===== src/hw/rtl/nco_bfs_pkg.sv =====
package nco_bfs_pkg;

  // Sample and table geometry
  localparam int SAMPLE_WIDTH = 16;
  localparam int TABLE_DEPTH  = 1024;
  localparam int TBL_AW       = $clog2(TABLE_DEPTH);
  localparam int QUART_DEPTH  = TABLE_DEPTH / 4;
  localparam int QA_W         = $clog2(QUART_DEPTH);
  localparam int MAG_W        = 15;
  localparam int PHASE_W      = 32;
  localparam int CNT_W        = 17;

  // Configuration register indexes (byte address is 4 * index)
  localparam logic [2:0] REG_PHASE_STEP   = 3'd0;
  localparam logic [2:0] REG_START_PHASE  = 3'd1;
  localparam logic [2:0] REG_BLOCK_LENGTH = 3'd2;
  localparam logic [2:0] REG_SPLIT_POINT  = 3'd3;
  localparam logic [2:0] REG_PHASE_JUMP   = 3'd4;

  localparam logic [CNT_W-1:0] BLOCK_LENGTH_RST = CNT_W'(16384);

  localparam logic [63:0] ONE_Q30     = 64'd1073741824;
  localparam logic [63:0] HALF_PI_Q30 = 64'd1686629713;

  typedef logic [MAG_W-1:0] qtab_t [QUART_DEPTH];

  // Magnitude of the sine at quarter-wave position m (1..QUART_DEPTH),
  // Q30 Taylor series up to x^13, rounded half up, limited to full scale.
  function automatic logic [MAG_W-1:0] quarter_sine(input int m);
    logic [63:0] r;
    logic [63:0] x;
    logic [63:0] x2;
    logic [63:0] s;
    logic [63:0] v;
    r  = 64'(m) << (30 - QA_W);
    x  = (r * HALF_PI_Q30) >> 30;
    x2 = (x * x) >> 30;
    s  = ONE_Q30;
    s  = ONE_Q30 - ((x2 * s) >> 30) / 156;
    s  = ONE_Q30 - ((x2 * s) >> 30) / 110;
    s  = ONE_Q30 - ((x2 * s) >> 30) / 72;
    s  = ONE_Q30 - ((x2 * s) >> 30) / 42;
    s  = ONE_Q30 - ((x2 * s) >> 30) / 20;
    s  = ONE_Q30 - ((x2 * s) >> 30) / 6;
    s  = (x * s) >> 30;
    v  = (s * 64'd32768 + (ONE_Q30 >> 1)) >> 30;
    if (v > 64'd32767) begin
      v = 64'd32767;
    end
    return v[MAG_W-1:0];
  endfunction

  // Entry k holds the magnitude at quarter-wave position k + 1; position 0 is zero.
  function automatic qtab_t build_qtab();
    qtab_t t;
    for (int k = 0; k < QUART_DEPTH; k++) begin
      t[k] = quarter_sine(k + 1);
    end
    return t;
  endfunction

  localparam qtab_t QSIN_TAB = build_qtab();

endpackage


===== src/hw/rtl/nco_block_frequency_shifter.sv =====
// Block frequency shifter: multiplies each complex sample on the input stream by
// exp(j*2*pi*phase) and emits the rotated sample, rounded half up and saturated
// to 16 bits. Phase is a 32-bit fraction of a turn; it restarts at start_phase
// on the first sample of every block of block_length samples (0 counts as 1)
// and advances by phase_step per sample. When split_point is nonzero and below
// the block length, phase_jump is added once at that sample index and carried to
// the end of the block. out_tlast marks the last sample of each block. The block
// takes one sample per clock unless the output stalls; the rate is set by the
// phase accumulator and sample counter at the input stage, with table lookup
// and the complex multiply in the two stages behind it.
// Registers (APB, byte address 4*i): 0 phase_step, 1 start_phase,
// 2 block_length (17 bits), 3 split_point (17 bits), 4 phase_jump. Write them
// only while no transaction is in flight; a new start_phase applies from the
// next block start, the others from the next sample.
module nco_block_frequency_shifter (
  input  logic        clk,
  input  logic        rst_n,
  // input stream
  input  logic        in_tvalid,
  output logic        in_tready,
  input  logic [31:0] in_tdata,    // [15:0] in_real, [31:16] in_imag
  // result stream
  output logic        out_tvalid,
  input  logic        out_tready,
  output logic [31:0] out_tdata,   // [15:0] out_real, [31:16] out_imag
  output logic        out_tlast,   // block_end
  // configuration
  input  logic        psel,
  input  logic        penable,
  input  logic        pwrite,
  input  logic [4:0]  paddr,
  input  logic [31:0] pwdata,
  output logic [31:0] prdata,
  output logic        pready
);

  localparam int SW = nco_bfs_pkg::SAMPLE_WIDTH;
  localparam int PW = nco_bfs_pkg::PHASE_W;
  localparam int CW = nco_bfs_pkg::CNT_W;
  localparam int AW = nco_bfs_pkg::TBL_AW;
  localparam int QW = nco_bfs_pkg::QA_W;
  localparam int MW = nco_bfs_pkg::MAG_W;
  localparam int SUM_W = 2 * SW + 2;

  // ---------------------------------------------------------------------------
  // Configuration registers
  // ---------------------------------------------------------------------------
  logic [PW-1:0] phase_step_r, start_phase_r, phase_jump_r;
  logic [CW-1:0] block_length_r, split_point_r;
  logic          cfg_wr;
  logic [2:0]    cfg_idx;

  assign pready  = 1'b1;
  assign cfg_wr  = psel & penable & pwrite;
  assign cfg_idx = paddr[4:2];

  always_ff @(posedge clk) begin
    if (!rst_n) begin
      phase_step_r   <= '0;
      start_phase_r  <= '0;
      block_length_r <= nco_bfs_pkg::BLOCK_LENGTH_RST;
      split_point_r  <= '0;
      phase_jump_r   <= '0;
    end else if (cfg_wr) begin
      case (cfg_idx)
        nco_bfs_pkg::REG_PHASE_STEP:   phase_step_r   <= pwdata;
        nco_bfs_pkg::REG_START_PHASE:  start_phase_r  <= pwdata;
        nco_bfs_pkg::REG_BLOCK_LENGTH: block_length_r <= pwdata[CW-1:0];
        nco_bfs_pkg::REG_SPLIT_POINT:  split_point_r  <= pwdata[CW-1:0];
        nco_bfs_pkg::REG_PHASE_JUMP:   phase_jump_r   <= pwdata;
        default: ;
      endcase
    end
  end

  always_comb begin
    case (cfg_idx)
      nco_bfs_pkg::REG_PHASE_STEP:   prdata = phase_step_r;
      nco_bfs_pkg::REG_START_PHASE:  prdata = start_phase_r;
      nco_bfs_pkg::REG_BLOCK_LENGTH: prdata = 32'(block_length_r);
      nco_bfs_pkg::REG_SPLIT_POINT:  prdata = 32'(split_point_r);
      nco_bfs_pkg::REG_PHASE_JUMP:   prdata = phase_jump_r;
      default:                       prdata = '0;
    endcase
  end

  // ---------------------------------------------------------------------------
  // Pipeline control: all stages advance together unless the output is stalled
  // ---------------------------------------------------------------------------
  logic advance;
  logic in_acc;

  assign advance   = !out_tvalid || out_tready;
  assign in_tready = advance;
  assign in_acc    = in_tvalid && advance;

  // ---------------------------------------------------------------------------
  // Phase accumulator and sample counter, updated per accepted transaction
  // ---------------------------------------------------------------------------
  logic [PW-1:0] phase_acc_r, phase_acc_nxt;
  logic [CW-1:0] sample_count_r, sample_count_nxt;
  logic [CW-1:0] blk_len;
  logic [PW-1:0] cur_phase;
  logic          split_hit;
  logic          cur_last;

  always_comb begin
    blk_len   = (block_length_r == '0) ? CW'(1) : block_length_r;
    cur_phase = (sample_count_r != '0) ? phase_acc_r : start_phase_r;
    split_hit = (split_point_r != '0) && (split_point_r < blk_len) &&
                (sample_count_r == split_point_r);
    if (split_hit) begin
      cur_phase = cur_phase + phase_jump_r;
    end
    cur_last         = ({1'b0, sample_count_r} + (CW+1)'(1)) >= {1'b0, blk_len};
    phase_acc_nxt    = cur_phase + phase_step_r;
    sample_count_nxt = cur_last ? '0 : sample_count_r + CW'(1);
  end

  always_ff @(posedge clk) begin
    if (!rst_n) begin
      phase_acc_r    <= '0;
      sample_count_r <= '0;
    end else if (in_acc) begin
      phase_acc_r    <= phase_acc_nxt;
      sample_count_r <= sample_count_nxt;
    end
  end

  // ---------------------------------------------------------------------------
  // Stage A: captured sample, its table index and block-end flag
  // ---------------------------------------------------------------------------
  logic                 a_valid_r;
  logic signed [SW-1:0] a_re_r, a_im_r;
  logic [AW-1:0]        a_idx_r;
  logic                 a_last_r;

  always_ff @(posedge clk) begin
    if (!rst_n) begin
      a_valid_r <= 1'b0;
    end else if (advance) begin
      a_valid_r <= in_tvalid;
    end
  end

  always_ff @(posedge clk) begin
    if (in_acc) begin
      a_re_r   <= in_tdata[SW-1:0];
      a_im_r   <= in_tdata[2*SW-1:SW];
      a_idx_r  <= cur_phase[PW-1 -: AW];
      a_last_r <= cur_last;
    end
  end

  // ---------------------------------------------------------------------------
  // Stage B: sine and cosine from the quarter-wave table
  // ---------------------------------------------------------------------------
  // Fold a full-turn index onto the quarter table, then restore the sign.
  function automatic logic signed [SW-1:0] wave_lookup(input logic [AW-1:0] idx);
    logic [1:0]    quad;
    logic [QW-1:0] low;
    logic [QW-1:0] addr;
    logic          zero;
    logic [MW-1:0] mag;
    quad = idx[AW-1 -: 2];
    low  = idx[QW-1:0];
    if (quad[0]) begin
      addr = ~low;
      zero = 1'b0;
    end else begin
      addr = low - QW'(1);
      zero = (low == '0);
    end
    mag = zero ? '0 : nco_bfs_pkg::QSIN_TAB[addr];
    return quad[1] ? -$signed({1'b0, mag}) : $signed({1'b0, mag});
  endfunction

  logic                 b_valid_r;
  logic signed [SW-1:0] b_re_r, b_im_r, b_sin_r, b_cos_r;
  logic                 b_last_r;
  logic [AW-1:0]        cos_idx;

  // cosine is the sine a quarter turn ahead: bump the quadrant bits
  assign cos_idx = a_idx_r + AW'(nco_bfs_pkg::QUART_DEPTH);

  always_ff @(posedge clk) begin
    if (!rst_n) begin
      b_valid_r <= 1'b0;
    end else if (advance) begin
      b_valid_r <= a_valid_r;
    end
  end

  always_ff @(posedge clk) begin
    if (advance && a_valid_r) begin
      b_re_r   <= a_re_r;
      b_im_r   <= a_im_r;
      b_sin_r  <= wave_lookup(a_idx_r);
      b_cos_r  <= wave_lookup(cos_idx);
      b_last_r <= a_last_r;
    end
  end

  // ---------------------------------------------------------------------------
  // Output stage: complex multiply, round half up, shift by 15, saturate
  // ---------------------------------------------------------------------------
  function automatic logic signed [SW-1:0] round_sat(input logic signed [SUM_W-1:0] v);
    logic signed [SUM_W-1:0] rv;
    logic signed [SUM_W-16:0] q;
    rv = v + SUM_W'(16384);
    q  = rv[SUM_W-1:15];
    if (q > (SUM_W-15)'((1 << (SW-1)) - 1)) begin
      return {1'b0, {(SW-1){1'b1}}};
    end else if (q < -$signed((SUM_W-15)'(1 << (SW-1)))) begin
      return {1'b1, {(SW-1){1'b0}}};
    end
    return q[SW-1:0];
  endfunction

  logic signed [2*SW-1:0]  p_rc, p_is, p_rs, p_ic;
  logic signed [SUM_W-1:0] sum_re, sum_im;

  always_comb begin
    p_rc   = b_re_r * b_cos_r;
    p_is   = b_im_r * b_sin_r;
    p_rs   = b_re_r * b_sin_r;
    p_ic   = b_im_r * b_cos_r;
    sum_re = SUM_W'(p_rc) - SUM_W'(p_is);
    sum_im = SUM_W'(p_rs) + SUM_W'(p_ic);
  end

  logic                 out_valid_r;
  logic signed [SW-1:0] out_re_r, out_im_r;
  logic                 out_last_r;

  always_ff @(posedge clk) begin
    if (!rst_n) begin
      out_valid_r <= 1'b0;
    end else if (advance) begin
      out_valid_r <= b_valid_r;
    end
  end

  always_ff @(posedge clk) begin
    if (advance && b_valid_r) begin
      out_re_r   <= round_sat(sum_re);
      out_im_r   <= round_sat(sum_im);
      out_last_r <= b_last_r;
    end
  end

  assign out_tvalid = out_valid_r;
  assign out_tdata  = {out_im_r, out_re_r};
  assign out_tlast  = out_last_r;

endmodule

===== config.mk =====
export PLATFORM = sky130hd
export DESIGN_NAME = nco_block_frequency_shifter
export DESIGN_NICKNAME = d
export VERILOG_FILES = /design/src/hw/rtl/nco_bfs_pkg.sv /design/src/hw/rtl/nco_block_frequency_shifter.sv
export SDC_FILE = /design/constraint.sdc
export NUM_CORES = 2
export LEC_CHECK = 0
export BUFFER_PORTS_ARGS = -buffer_cell sky130_fd_sc_hd__buf_2
export CAP_MARGIN = 30
export CELL_PAD_IN_SITES_DETAIL_PLACEMENT = 0
export CELL_PAD_IN_SITES_GLOBAL_PLACEMENT = 1
export CORE_MARGIN = 2
export CORE_UTILIZATION = 51
export CTS_CLUSTER_DIAMETER = 30
export DETAILED_ROUTE_END_ITERATION = 10
export HOLD_SLACK_MARGIN = 0.12
export PLACE_DENSITY = 0.87
export SKIP_LAST_GASP = 1
export SLEW_MARGIN = 40
export SYNTH_ARGS = -nofsm -noshare
export SYNTH_HDL_FRONTEND = slang
export SYNTH_SLANG_ARGS = --single-unit

===== constraint.sdc =====
create_clock -name clk -period 11.6 [get_ports clk]
set_input_delay 0.58 -clock clk [delete_from_list [all_inputs] [get_ports clk]]
set_output_delay 0.58 -clock clk [all_outputs]
set_load 0.01 [all_outputs]

==> reports/results.tsv <==
metric	value	unit
status	finished, final reports clean	
nNetsFinal	9538	
crit_path_max_fanout	15	
ant_nets	0	
grtUsageMet3	6.16	%
gr-max-usage-layer	met2	
viasPerCell	6.01	
worstReg2RegStart	b_sin_r[0]	
grt_pass1_wl	350	mm
dieArea	138000	µm²
avgSynthCellArea	8.63	µm²
hold-path-endpoint	a_re_r[5]	
cts_tree	yes	
path_buf_inv	6	
dieHeight	371	µm
ys_warn_count	0	
clk_pin_slew	0.05	ns
multi_input_area	53400	µm²
slowest_stage	fa_1	
std_cell_rows	134	
syn_area	68600	µm²
met2_usage	52.6	%
worst_r2r_path_depth	27	
grt_overflow	0	
holdWs	0.190	ns
hold_path_class	in -> reg	
nFillCells	12077	
cts_resized	0	
cts_setup_buffers	0	
period_share	84.6	%
hold_path.startpoint	in_tdata[5]	
drive_gt1_share	7.59	%
max_freq	102	MHz
min_period	9.81	ns
finClkSkew	0.0266	ns
crit_required	11.96	ns
cts-root-buf	clkbuf_16	
hpwl	167	mm
worstMarginPinSlew	0.969	ns
cts.sinks	323	
regArea	7880	µm²
vias	58093	
fp.dieW	371	µm
post-place-cells	9506	
critPathMostFrequentCell	fa_1	
area_delta_synth_final	7.02	%
grt_max_degree	85	
grt_pass1_vias	60629	
ys.flop_type	dfxtp_1	
arrival	10.17	ns
endpoint_kind	register	
cp_slowest_stage_delay	0.76	ns
io_pins	144	
wl_per_cell	23.1	µm
seq_area_frac_synth	11.5	%
synth_edf_count	141	
port_buffers	140	
globalplace.congestion	1.02	
fin_cells	9668	
slew_viol_final	0	
maxSlewHeadroom	34.7	%
drt-initial-drc-count	5576	
route.final.wire_length	223	mm
rsz0062_at_grt	false	
use_met1	43.9	%
syn_nets	9651	
ys_types	116	
initial_utilization	51.4	%
setup_viol	0	
antenna_found_initial	12	
core	133000	µm²
drc_errors	0	
r2r_end	out_re_r[11]	
insertion_delay	0.66	ns
drtPass1Iterations	9	
hold_depth	1	
rrSetupSlack	1.79	ns
start_kind	register	
hold_viol	0	
track_usage	32.8	%
htree_levels	3	
critical_path.top_delay_family	adder cells	
cts_max_path_buffers	3	
synth_cells	7953	
cts_buffers	69	
max_cap_viol_count	0	
finalSetupTns	0	ns
synth_seq_cells	323	
worstSetupPathType	reg -> reg	
synth-async-reset-ratio	0	%
==> synthesized netlist by cell type, drive strengths merged, types with 26 or more instances <==
library cell / count / area, µm²
a211oi: 69 / 518
a21o: 73 / 548
a21oi: 480 / 2420
a221o: 26 / 260
a221oi: 31 / 272
a311oi: 36 / 328
a31oi: 48 / 300
and2: 536 / 3360
and3: 32 / 200
buf: 157 / 941
clkbuf: 367 / 1380
dfxtp: 182 / 3640
edfxtp: 141 / 4230
fa: 1194 / 23900
ha: 428 / 5360
inv: 1402 / 5260
mux2: 39 / 439
mux2i: 53 / 531
nand2: 988 / 3720
nand2b: 45 / 282
nand3: 103 / 526
nand4: 29 / 181
nor2: 268 / 1030
nor2b: 65 / 407
nor3: 108 / 596
nor4: 50 / 370
o211ai: 60 / 450
o21ai: 284 / 1440
o221ai: 26 / 234
o22ai: 32 / 200
o31ai: 29 / 223
xnor2: 121 / 1080
xor2: 87 / 777
==> state kept, by name, summed over array words and instances (netlist names) <==
name	count
phase_acc_r	32
phase_jump_r	32
phase_step_r	32
start_phase_r	32
block_length_r	17
sample_count_r	17
split_point_r	17
a_im_r	16
a_re_r	16
b_cos_r	16
b_im_r	16
b_re_r	16
b_sin_r	16
out_im_r	16
out_re_r	16
a_idx_r	10
a_last_r	1
a_valid_r	1
b_last_r	1
b_valid_r	1
out_tlast	1
out_tvalid	1
==> cell type report <==
class                   instances  share of cell area, %
well taps                    1768                   3.01
clock buffers                  76                   2.40
flip-flops and latches        323                   10.7
clock inverters                51                  0.826
diodes                          4                 0.0136
multi-input cells            5701                   72.7
repair buffers                340                   3.15
inverters                    1405                   7.19
==> stage by stage <==
step	cell area [µm²]	util, %	setup WS [ns]
global placement	70600	52.9	2.02
floorplan	68600	-	3.11
CTS	73300	55.0	2.13
finish	73400	55.0	1.79
detailed placement	70700	53.0	2.13
global route	73400	55.0	1.35
==> layer usage <==
layer / vias up / wire [µm]
li1: 25413 / -
met1: 29201 / 89900
met2: 2857 / 102000
met3: 620 / 20700
met4: 2 / 10400
met5: - / 8
==> kinds of logic after synthesis <==
family | synth area share (%)
buf+inv | 11.1
mux | 1.64
compound gates | 13.9
fa+ha+maj | 42.7
other cells | 0.00546
flops | 11.5
simple gates | 16.5
xor+xnor | 2.74
==> what timing repair did <==
action                                  4_1_cts  5_1_grt
endpoints found under the setup margin        0        0
endpoints found under the hold margin        28        0
hold buffers                                 28        0
==> worst max-delay path by stage <==
stage	startpoint	endpoint	slack, ns	cells past startpoint
6_report	b_sin_r[0]	out_re_r[11]	1.79	27
5_1_grt	b_sin_r[0]	out_re_r[11]	1.35	27
4_1_cts	b_re_r[3]	out_im_r[13]	2.13	25
3_5_place_dp	b_re_r[3]	out_im_r[13]	2.13	25
3_3_place_gp	b_re_r[3]	out_im_r[8]	2.02	25
2_1_floorplan	b_im_r[15]	out_re_r[10]	3.11	30
==> placed cells by master, fill, tap and decap left out, types with 85 or more instances in the layout <==
cell type / count
dfxtp_1: 182
nor2_1: 263
xor2_1: 85
nand2_1: 984
inv_1: 1395
buf_2: 140
and2_1: 528
nand3_1: 101
buf_4: 164
edfxtp_1: 141
o21ai_0: 276
nor3_1: 98
a21oi_1: 477
xnor2_1: 113
fa_1: 1194
ha_1: 425
==> worst register-to-register path: stages, from the launching register on <==
cell and delay (ns):
edfxtp_1 0.59, nand2_1 0.39, clkinv_1 0.70, fa_1 0.77, inv_1 0.05, fa_1 0.49
inv_1 0.05, fa_1 0.47, inv_1 0.06, fa_1 0.51, fa_1 0.57, fa_1 0.43
fa_1 0.49, inv_1 0.05, fa_1 0.47, inv_1 0.04, ha_1 0.31, a21o_1 0.19
a21o_1 0.18, a21o_1 0.21, a221oi_1 0.28, o21ai_0 0.26, a41oi_1 0.51, o21ai_0 0.29
a31o_2 0.31, o211ai_1 0.12, o31a_1 0.63, a21oi_1 0.11
Power is not shown: default switching activity piles up to over one toggle a cycle in this logic, so the estimate is an artifact.
